## src/hw/rtl/ssfb_pkg.sv

```systemverilog
// Package: constants, command codes and sequencer states of the seven-segment frame buffer.
package ssfb_pkg;

  // Grid geometry
  localparam int DigitsPerRow  = 6;
  localparam int Rows          = 4;
  localparam int GridDepth     = DigitsPerRow * Rows;
  localparam int GridIdxW      = $clog2(GridDepth);

  // Driver unit geometry: one unit per pair of rows, twelve digit lanes per unit
  localparam int DigitsPerUnit = 2 * DigitsPerRow;
  localparam int LaneNum       = 12;
  localparam int LanesUsed     = (DigitsPerUnit < LaneNum) ? DigitsPerUnit : LaneNum;
  localparam int RamBytes      = 16;
  localparam int AddrW         = 4;
  localparam int MaxUnits      = 2;
  localparam int NumUnits      = ((Rows / 2) < MaxUnits) ? (Rows / 2) : MaxUnits;

  typedef logic [7:0] pattern_t;

  // Command codes
  typedef enum logic [2:0] {
    CmdSet      = 3'd0,
    CmdOrBits   = 3'd1,
    CmdClrBits  = 3'd2,
    CmdClearAll = 3'd3,
    CmdFillAll  = 3'd4,
    CmdUpdate   = 3'd5
  } cmd_e;

  // Update sequencer states
  typedef enum logic [2:0] {
    StIdle = 3'b001,
    StLoad = 3'b010,
    StEmit = 3'b100
  } state_e;

endpackage

```

## src/hw/rtl/seven_segment_frame_buffer.sv

```systemverilog
// Seven-segment frame buffer: digit grid, command decode and driver RAM image sequencer.
// Set, OR, clear-bits, clear-all and fill-all keep busy low.
// Update: one window load plus 16 bytes per driver unit (up to 2 units), with busy high
// throughout; the first byte strobes after the load and emit states, one byte a cycle between loads.
// Rate is set by the shared segment shifter over the 12-lane window, one byte per cycle outside load states.
// Reset clears the grid to all zero and returns the sequencer to idle; results never stall.
module seven_segment_frame_buffer
  import ssfb_pkg::*;
(
  input  logic       clk_i,
  input  logic       rst_ni,
  input  logic       start,
  output logic       busy,
  input  logic [2:0] command_i,
  input  logic [2:0] column_i,
  input  logic [1:0] row_i,
  input  logic [7:0] pattern_i,
  output logic       result_valid_o,
  output logic [1:0] unit_o,
  output logic [3:0] ram_address_o,
  output logic [7:0] ram_byte_o,
  output logic       last_o
);

  pattern_t grid_q [GridDepth];
  pattern_t grid_d [GridDepth];
  pattern_t win_q  [LaneNum];
  pattern_t win_d  [LaneNum];

  state_e           state_q, state_d;
  logic [AddrW-1:0] addr_q, addr_d;
  logic             unit_q, unit_d;

  logic             valid_q, valid_d;
  logic [1:0]       unit_out_q, unit_out_d;
  logic [AddrW-1:0] addr_out_q, addr_out_d;
  logic [7:0]       byte_q, byte_d;
  logic             last_q, last_d;

  logic                accept;
  logic                in_range;
  logic [GridIdxW-1:0] wr_idx;
  logic                unit_last;
  cmd_e                cmd;

  assign accept   = start && !busy;
  assign cmd      = cmd_e'(command_i);
  assign in_range = (32'(column_i) < DigitsPerRow) && (32'(row_i) < Rows);
  assign wr_idx   = GridIdxW'(32'(row_i) * DigitsPerRow + 32'(column_i));
  assign unit_last = (32'(unit_q) == NumUnits - 1);

  // Apply grid commands on an accepted transaction
  always_comb begin
    grid_d = grid_q;
    if (accept) begin
      unique case (cmd)
        CmdSet: begin
          if (in_range) grid_d[wr_idx] = pattern_i;
        end
        CmdOrBits: begin
          if (in_range) grid_d[wr_idx] = grid_q[wr_idx] | pattern_i;
        end
        CmdClrBits: begin
          if (in_range) grid_d[wr_idx] = grid_q[wr_idx] & ~pattern_i;
        end
        CmdClearAll: begin
          for (int i = 0; i < GridDepth; i++) grid_d[i] = '0;
        end
        CmdFillAll: begin
          for (int i = 0; i < GridDepth; i++) grid_d[i] = 8'hFF;
        end
        default: begin
        end
      endcase
    end
  end

  always_ff @(posedge clk_i or negedge rst_ni) begin
    if (!rst_ni) begin
      for (int i = 0; i < GridDepth; i++) grid_q[i] <= '0;
    end else begin
      grid_q <= grid_d;
    end
  end

  // Sequence the update: load a unit window, then shift out 16 bytes
  always_comb begin
    state_d    = state_q;
    addr_d     = addr_q;
    unit_d     = unit_q;
    win_d      = win_q;
    valid_d    = 1'b0;
    unit_out_d = unit_out_q;
    addr_out_d = addr_out_q;
    byte_d     = byte_q;
    last_d     = 1'b0;

    unique case (state_q)
      StIdle: begin
        if (accept && cmd == CmdUpdate && NumUnits > 0) begin
          state_d = StLoad;
          addr_d  = '0;
          unit_d  = 1'b0;
        end
      end
      StLoad: begin
        // Each lane takes its digit of the current unit, unused lanes read zero
        for (int k = 0; k < LaneNum; k++) begin
          if (k < LanesUsed && (32'(unit_q) * DigitsPerUnit + k) < GridDepth) begin
            win_d[k] = grid_q[GridIdxW'(32'(unit_q) * DigitsPerUnit + k)];
          end else begin
            win_d[k] = '0;
          end
        end
        state_d = StEmit;
      end
      StEmit: begin
        // Gather the current segment (bit 7 of each lane) into bytes: lanes 0-7 on even, lanes 8-11 on odd addresses
        valid_d    = 1'b1;
        unit_out_d = 2'(unit_q);
        addr_out_d = addr_q;
        if (addr_q[0]) begin
          byte_d = {4'b0000, win_q[11][7], win_q[10][7], win_q[9][7], win_q[8][7]};
        end else begin
          byte_d = {win_q[7][7], win_q[6][7], win_q[5][7], win_q[4][7],
                    win_q[3][7], win_q[2][7], win_q[1][7], win_q[0][7]};
        end
        last_d = unit_last && (addr_q == AddrW'(RamBytes - 1));
        // Advance to the next segment after the odd byte
        if (addr_q[0]) begin
          for (int k = 0; k < LaneNum; k++) win_d[k] = {win_q[k][6:0], 1'b0};
        end
        addr_d = addr_q + 1'b1;
        if (addr_q == AddrW'(RamBytes - 1)) begin
          if (unit_last) begin
            state_d = StIdle;
          end else begin
            unit_d  = unit_q + 1'b1;
            state_d = StLoad;
          end
        end
      end
      default: begin
        state_d = StIdle;
      end
    endcase
  end

  always_ff @(posedge clk_i or negedge rst_ni) begin
    if (!rst_ni) begin
      state_q <= StIdle;
      addr_q  <= '0;
      unit_q  <= 1'b0;
      valid_q <= 1'b0;
      last_q  <= 1'b0;
    end else begin
      state_q <= state_d;
      addr_q  <= addr_d;
      unit_q  <= unit_d;
      valid_q <= valid_d;
      last_q  <= last_d;
    end
  end

  // Hold the window and result payload
  always_ff @(posedge clk_i) begin
    win_q      <= win_d;
    unit_out_q <= unit_out_d;
    addr_out_q <= addr_out_d;
    byte_q     <= byte_d;
  end

  assign busy           = (state_q != StIdle);
  assign result_valid_o = valid_q;
  assign unit_o         = unit_out_q;
  assign ram_address_o  = addr_out_q;
  assign ram_byte_o     = byte_q;
  assign last_o         = last_q;

  // A result strobe follows only an emit cycle
  assert property (@(posedge clk_i) disable iff (!rst_ni)
    result_valid_o |-> $past(state_q == StEmit))
    else $error("result strobe without emit cycle");

  // The final flag marks only the top byte of a strobed transaction
  assert property (@(posedge clk_i) disable iff (!rst_ni)
    last_o |-> (result_valid_o && ram_address_o == AddrW'(RamBytes - 1)))
    else $error("last flag on wrong byte");

  // Odd addresses carry only four digits
  assert property (@(posedge clk_i) disable iff (!rst_ni)
    (result_valid_o && ram_address_o[0]) |-> (ram_byte_o[7:4] == 4'b0000))
    else $error("upper nibble set on odd address");

  // Byte counter is parked at zero while idle
  assert property (@(posedge clk_i) disable iff (!rst_ni)
    (state_q == StIdle) |-> (addr_q == '0))
    else $error("byte counter not cleared in idle");

endmodule
```

## config.mk

```make
export PLATFORM = sky130hd
export DESIGN_NAME = seven_segment_frame_buffer
export DESIGN_NICKNAME = d
export VERILOG_FILES = /design/src/hw/rtl/ssfb_pkg.sv /design/src/hw/rtl/seven_segment_frame_buffer.sv
export SDC_FILE = /design/constraint.sdc
export NUM_CORES = 1
export LEC_CHECK = 0
export CELL_PAD_IN_SITES_DETAIL_PLACEMENT = 0
export CELL_PAD_IN_SITES_GLOBAL_PLACEMENT = 1
export CORE_ASPECT_RATIO = 1.25
export CORE_MARGIN = 2
export CORE_UTILIZATION = 55
export DETAILED_ROUTE_END_ITERATION = 16
export DONT_BUFFER_PORTS = 1
export GPL_TIMING_DRIVEN = 1
export PLACE_DENSITY = 0.95
export SYNTH_ARGS = -nofsm -noshare
export SYNTH_HDL_FRONTEND = slang
export SYNTH_SLANG_ARGS = --single-unit
```

## constraint.sdc

```tcl
create_clock -name clk_i -period 14.6 [get_ports clk_i]
set_clock_uncertainty 0.05 [all_clocks]
set_input_delay 0.73 -clock clk_i [delete_from_list [all_inputs] [get_ports clk_i]]
set_output_delay 0.73 -clock clk_i [all_outputs]
set_load 0.02 [all_outputs]
```

==> flow_metrics.py, run 1 <==
metrics = {
    "die": {
        "io-pin-count": 36,
        "dieWidth_um": 174,
        "rows": 77,
        "dieArea_um2": 37500,
        "die_y_um": 216,
        "initial_core_util_pct": 55.8,
        "core_area_um2": 35500,
    },
    "clocking": {
        "postCtsSetupRepairBufs": 0,
        "clock-sinks": 311,
        "cts_buffer_depth": 3,
        "cts_buffers": 35,
        "cts_tree": "built",
        "ctsHoldBuffers": 2,
        "root_buffer": "clkbuf_16",
        "clk_pin_slew_ns": 0.06,
        "cts_max_level": 2,
        "clock_latency_ns": 0.56,
        "ctsResizeCount": 0,
    },
    "global_routing": {
        "antenna_found_initial": 2,
        "grt_usage_pct": 45.3,
        "grt_pass1_wl_um": 126000,
        "use_met1_pct": 57.2,
        "grt_max_degree": 202,
        "grt_pass1_vias": 18900,
        "overflow": 0,
        "grt.busiest_layer": "met2",
        "met2_usage_pct": 67.2,
        "grt_util_met3_pct": 11.4,
    },
    "sta": {
        "max-slew-margin-rel_pct": 8.39,
        "fin_tns_setup_ns": 0,
        "hold_violations": 0,
        "max_clock_freq_mhz": 215,
        "fin_crit_ns": 4.65,
        "slew_violations": 0,
        "timing_worst_slew_pin_value_ns": 1.37,
        "period_share_pct": 31.8,
        "setup_slack_ns": 9.95,
        "holdWs_ns": 0.125,
        "finalSetupViolations": 0,
        "rsz0062_at_grt": "no",
    },
    "layout": {
        "diodes": 0,
        "seqCellArea_um2": 8330,
        "fin_util_pct": 59.5,
        "synthToLayoutAreaGrowth_pct": 6.54,
        "fin_nets": 2067,
        "drive_above_1_share_pct": 9.38,
        "fin_cells": 2543,
        "design_area_um2": 21100,
        "fillerInstances": 3162,
        "multi_input_area_um2": 10500,
    },
    "worst_setup_path": {
        "crit_required_ns": 14.99,
        "crit_path_end_kind": "register",
        "r2r_cells": 7,
        "slowest_delay_ns": 0.65,
        "arrival_ns": 5.04,
        "crit_path_frequent_cell": "buf_4",
        "criticalPathCategory": "input port to register",
        "start_kind": "input port",
        "crit_chain": "ha_4, buf_4, buf_4, mux2i_1, a22oi_1, a221oi_1, o311ai_0, nand3_1, o211ai_1",
        "cp_slowest_cell": "nand3_1",
        "rrSetupSlack_ns": 11.17,
        "r2r_start": "state_q[0]",
        "path_max_fanout": 39,
    },
    "route": {
        "vias_per_cell": 7.78,
        "drt.antenna.violating_nets": 0,
        "drcViolationCount": 0,
        "totalWireLength_um": 85800,
        "via_count": 19800,
        "drt_iter0_drc": 3699,
        "wl_per_cell_um": 33.7,
        "drt_first_pass_iters": 8,
    },
    "hold_path": {
        "min_path_type": "input port to asynchronous set/reset pin",
    },
    "yosys": {
        "yosysUniqueCellTypes": 82,
        "synth-edff-count": 109,
        "ys.warnings.count": 0,
        "yosys_most_used_dff": "dfrtp_1",
        "ys_async_sr_fraction_pct": 65.0,
        "synthCells": 2163,
        "synth_top_cell_area_share_pct": 25.4,
        "syn_area_per_cell_um2": 9.15,
        "syn_nets": 2188,
        "ys_seq_area_share_pct": 42.1,
        "ys_ff_latch": 311,
        "yosysTopAreaCell": "dfrtp_1",
        "synth_area_leaders": "dfrtp_1, edfxtp_1, mux2i_1, o21ai_0, a21oi_1",
        "netlist_area_um2": 19800,
    },
    "placed_design": {
        "place_area_um2": 19900,
        "place_inst": 2477,
        "gp_congestion": 1.03,
        "portBuffers": 0,
        "detailedPlace.worstSlack_ns": 9.65,
        "hpwlAfterDp_um": 57600,
    },
    "run": {
        "cap_violations": 0,
    },
    "pwr": {
        "finalPower_mw": 3.08,
        "leakagePower_nw": 7.29,
        "power_density_nw_per_um2": 146,
        "vdd_drop_max_v": 0.0000850,
    },
    "outcome": {
        "status": "complete, no violations",
    },
}
## how the worst max path moves through the flow
stage,from,end,slack (ns),cells past startpoint
6_report,row_i[0],register,9.95,9
5_1_grt,row_i[0],register,9.81,9
4_1_cts,row_i[0],register,10.21,10
3_5_place_dp,row_i[0],register,9.65,10
3_3_place_gp,row_i[0],register,9.76,9
2_1_floorplan,addr_q[0],win_q[0],9.21,3
## critical path, delay by kind of cell
kind | cells | cell delay, ns
AO/OA/AOI/OAI | 4 | 1.53
adder cells (fa/ha/maj) | 1 | 0.61
buffers and inverters | 2 | 1.25
multiplexers | 1 | 0.16
AND/OR/NAND/NOR | 1 | 0.65
## report_power, final
group          switching [mW]  total [mW]  internal, mW
sequential              0.239        1.33          1.09
clock                   0.395       0.938         0.543
combinational           0.511       0.817         0.306
## synthesized netlist by cell type (34+ instances only)
cell type,instances
a21oi_1,183
a22oi_1,97
a31oi_1,52
a41oi_1,37
buf_2,34
clkbuf_1,140
dfrtp_1,201
edfxtp_1,109
mux2i_1,155
nand2_1,212
nand3_1,38
nor2_1,183
o211ai_1,42
o21ai_0,239
o221ai_1,59
o22ai_1,56
## metal layers
metal	up-vias	wire (um)
met5	-	13
met4	2	8390
met3	473	10800
met2	1778	36500
met1	9488	30100
li1	8052	-
## final cells by class
type | count | share of cell area (%)
Clock buffer | 44 | 4.56
Inverter | 16 | 0.308
Sequential cell | 311 | 39.5
Clock inverter | 20 | 1.07
Multi-Input combinational cell | 1627 | 49.8
Timing Repair Buffer | 51 | 1.92
Tap cell | 474 | 2.81
## placed cells by master (no fill, tap or decap), drive strengths merged, types with 5 or more instances in the layout
master  count
clkinv     18
a21oi     195
inv        13
mux2       14
o211ai     42
o31ai      15
nand2b     10
a211oi      6
edfxtp    109
mux4       10
a41oi      37
a32o        7
a31oi      52
maj3       23
mux2i     155
o22ai      57
a22oi      97
clkbuf     44
nand3      38
a221o       8
o21ai     256
and2        9
dfrtp     201
nand4       6
a221oi     32
o221ai     68
nor2b      15
ha          5
nor3       19
nand2     212
nor2      184
buf        50
## kinds of logic (layout without fill, tap and decap cells)
kind of cell,after synthesis,count (layout),share of synthesized area [%]
compound gates,896,896,29.7
simple gates,515,515,11.2
flops,311,311,42.1
buf+inv,225,131,5.32
mux,179,179,9.79
fa+ha+maj,29,29,1.58
xor+xnor,7,7,0.310
other cells,1,1,0.0189
(Power assumes the default switching activity.)
==> inputs of run 2 (changes only) <==
--- a/config.mk
+++ b/config.mk
@@ -5,15 +5,16 @@
 export SDC_FILE = /design/constraint.sdc
 export NUM_CORES = 1
 export LEC_CHECK = 0
+export ABC_AREA = 1
 export CELL_PAD_IN_SITES_DETAIL_PLACEMENT = 0
 export CELL_PAD_IN_SITES_GLOBAL_PLACEMENT = 1
 export CORE_ASPECT_RATIO = 1.25
 export CORE_MARGIN = 2
-export CORE_UTILIZATION = 55
+export CORE_UTILIZATION = 42
 export DETAILED_ROUTE_END_ITERATION = 16
 export DONT_BUFFER_PORTS = 1
 export GPL_TIMING_DRIVEN = 1
-export PLACE_DENSITY = 0.95
+export PLACE_DENSITY = 0.9
 export SYNTH_ARGS = -nofsm -noshare
 export SYNTH_HDL_FRONTEND = slang
 export SYNTH_SLANG_ARGS = --single-unit
==> constraint.sdc (replaced) <==
create_clock -name clk_i -period 3.9 [get_ports clk_i]
set_clock_uncertainty 0.05 [all_clocks]
set_input_delay 0.195 -clock clk_i [delete_from_list [all_inputs] [get_ports clk_i]]
set_output_delay 0.195 -clock clk_i [all_outputs]
set_load 0.02 [all_outputs]
==> flow_metrics.py, run 2 <==
metrics = {
    "pwr": {
        "power_density_nw_per_um2": 673,
        "p_sw_share_pct": 46.0,
        "seq_power_share_pct": 33.4,
        "vdd_drop_max_v": 0.000304,
        "pwr-share-comb_pct": 43.4,
        "p_int_mw": 9.58,
        "pwr-share-clk_pct": 23.2,
        "leakagePower_nw": 12.5,
        "p_sw_mw": 8.15,
    },
    "global_routing": {
        "antenna_found_initial": 1,
        "overflow": 0,
        "grt_max_degree": 203,
        "grt_pass1_wl_um": 155000,
        "grt_pass1_vias": 24900,
        "grt_usage_pct": 34.6,
    },
    "clocking": {
        "clk_pin_slew_ns": 0.06,
        "cts_buffer_depth": 3,
        "ctsHoldBuffers": 4,
        "root_buffer": "clkbuf_16",
        "cts_buffers": 37,
        "postCtsSetupRepairBufs": 0,
        "cts_tree": "built",
        "cts_max_level": 2,
        "clock_latency_ns": 0.59,
        "clock-sinks": 311,
    },
    "worst_setup_path": {
        "crit_required_ns": 4.33,
        "r2r_cells": 12,
        "start_kind": "register",
        "critPathBufInv": 4,
        "cp_slowest_cell": "dfstp_2",
        "crit_chain": "nand3_1, buf_4, nor2_1, o21ai_2, buf_4, a21oi_1, nand2_1, nor2_1, nand3_1, dlygate4sd3_1, nand2_1, inv_1",
        "path_delay_family": "simple AND/OR/NAND/NOR gates",
        "criticalPathCategory": "register to register",
        "slowest_delay_ns": 0.56,
        "arrival_ns": 3.82,
        "r2r_start": "state_q[0]",
        "crit_path_end_kind": "register",
        "rrSetupSlack_ns": 0.51,
        "path_max_fanout": 16,
    },
    "sta": {
        "hold_violations": 202,
        "fin_crit_ns": 3.39,
        "rsz0062_at_grt": "no",
        "fin_tns_setup_ns": 0,
        "max-slew-margin-rel_pct": 26.8,
        "setup_slack_ns": 0.506,
        "finalSetupViolations": 0,
        "slew_violations": 0,
        "holdWs_ns": -0.730,
        "period_share_pct": 87.0,
        "timing_worst_slew_pin_value_ns": 1.10,
        "max_clock_freq_mhz": 295,
    },
    "die": {
        "die_y_um": 272,
        "dieWidth_um": 219,
        "initial_core_util_pct": 42.4,
        "core_area_um2": 57000,
        "rows": 98,
        "dieArea_um2": 59500,
        "io-pin-count": 36,
    },
    "yosys": {
        "synth_area_leaders": "dfrtp_1, nand2_1, edfxtp_1, nand3_1, nor2_1",
        "netlist_area_um2": 24200,
        "yosysTopAreaCell": "dfrtp_1",
        "syn_area_per_cell_um2": 6.18,
        "ys_ff_latch": 311,
        "synth_common_cells": "nand2_1, nand3_1, nor2_1",
        "ys.warnings.count": 0,
        "syn_nets": 3937,
        "synthCells": 3912,
        "synth-edff-count": 109,
        "yosys_most_used_dff": "dfrtp_1",
        "ys_seq_area_share_pct": 34.5,
        "ys_async_sr_fraction_pct": 65.0,
        "yosysUniqueCellTypes": 35,
        "synth_top_cell_area_share_pct": 20.8,
        "synth_most_common_cell": "nand2_1",
    },
    "placed_design": {
        "portBuffers": 0,
        "gp_congestion": 1.02,
        "detailedPlace.worstSlack_ns": 0.574,
        "place_inst": 4514,
        "hpwlAfterDp_um": 64300,
    },
    "layout": {
        "final_cell_mix": "nand2_1, nand3_1, nor2_1",
        "mostFrequentLayoutCell": "nand2_1",
        "synthToLayoutAreaGrowth_pct": 9.09,
        "fin_cells": 4587,
        "fin_util_pct": 46.2,
        "drive_above_1_share_pct": 7.25,
        "fillerInstances": 6000,
        "fin_nets": 3832,
    },
    "route": {
        "vias_per_cell": 5.95,
        "drcViolationCount": 0,
        "drt.antenna.violating_nets": 0,
        "via_count": 27300,
        "drt_iter0_drc": 4124,
        "totalWireLength_um": 104000,
        "wl_per_cell_um": 22.8,
        "drt_first_pass_iters": 6,
    },
    "outcome": {
        "status": "finished with violations",
        "violations": "hold timing",
    },
    "hold_path": {
        "min_path_type": "input port to asynchronous set/reset pin",
    },
    "run": {
        "cap_violations": 0,
    },
}
==> run 2: changes by cell type in the layout (fill, tap and decap cells not counted), sizes merged, moves of 204 or more <==
cell   change
nand2   +1033
nand3    +607
inv      +444
nor2     +423
o21ai    -214
nand4    +204
==> run 2: worst register-to-register path, stage by stage (launching register included) <==
cell and delay (ns):
dfstp_2 0.56, nand3_1 0.10, buf_4 0.18, nor2_1 0.53, o21ai_2 0.15, buf_4 0.29
a21oi_1 0.24, nand2_1 0.27, nor2_1 0.17, nand3_1 0.10, dlygate4sd3_1 0.56, nand2_1 0.06
inv_1 0.04
==> run 2: logic make-up after synthesis <==
group           Yosys count  share of synthesized area [%]
simple gates           2719                           48.9
fa+ha+maj                 6                          0.342
compound gates          152                           3.92
buf+inv                 722                           12.3
flops                   311                           34.5
other cells               1                         0.0155
xor+xnor                  1                         0.0673
==> run 2: power groups by stage <==
| stage | Combinational (mW) | Clock, mW | Sequential (mW) |
|---|---|---|---|
| 6_report | 7.69 | 4.11 | 5.93 |
| 5_1_grt | 8.37 | 4.25 | 6.02 |
| 4_1_cts | 7.41 | 4.14 | 5.90 |
| 3_5_place_dp | 7.37 | 0 | 5.94 |
| 3_3_place_gp | 7.26 | 0 | 5.94 |
| 2_1_floorplan | 5.11 | 0 | 5.45 |
==> run 2: repair_timing <==
item,in CTS,in global routing
endpoints found under the hold margin,217,202
resized for setup,0,0
setup endpoints to repair,0,0
==> run 2: metal layers <==
metal	vias to the layer above	part of all wire (%)	track usage, %
li1	12300	-	-
met1	12500	36	43.7
met2	1918	41	49.3
met3	574	13	9.09
met4	4	9.8	28.7
met5	-	0.046	0.407
==> run 2: worst max path at each step <==
stage / start / endpoint / slack [ns] / depth (start not counted)
3_5_place_dp: row_i[0] / register / 0.57 / 19
3_3_place_gp: row_i[0] / register / 0.65 / 19
2_1_floorplan: state_q[1] / win_q[0] / 0.02 / 5
6_report: state_q[0] / register / 0.51 / 12
4_1_cts: state_q[0] / register / 0.62 / 12
5_1_grt: row_i[0] / register / 0.22 / 20
==> run 2: area by class of cell <==
| cell class | instances | area (um2) | area share, % |
|---|---|---|---|
| diodes | 1 | 2.50 | 0.00949 |
| clock buffers | 40 | 957 | 3.63 |
| clock inverters | 28 | 449 | 1.70 |
| inverters | 461 | 1740 | 6.60 |
| multi-input cells | 2879 | 12900 | 48.9 |
| flip-flops and latches | 311 | 8330 | 31.6 |
| well taps | 750 | 938 | 3.56 |
| repair buffers | 117 | 1050 | 3.99 |
==> run 2: through the flow <==
step,cell area (um2),total power [mW]
5_1_grt,26400,18.6
2_1_floorplan,24200,10.6
6_report,26400,17.7
4_1_cts,26400,17.5
3_3_place_gp,24900,13.2
3_5_place_dp,24900,13.3
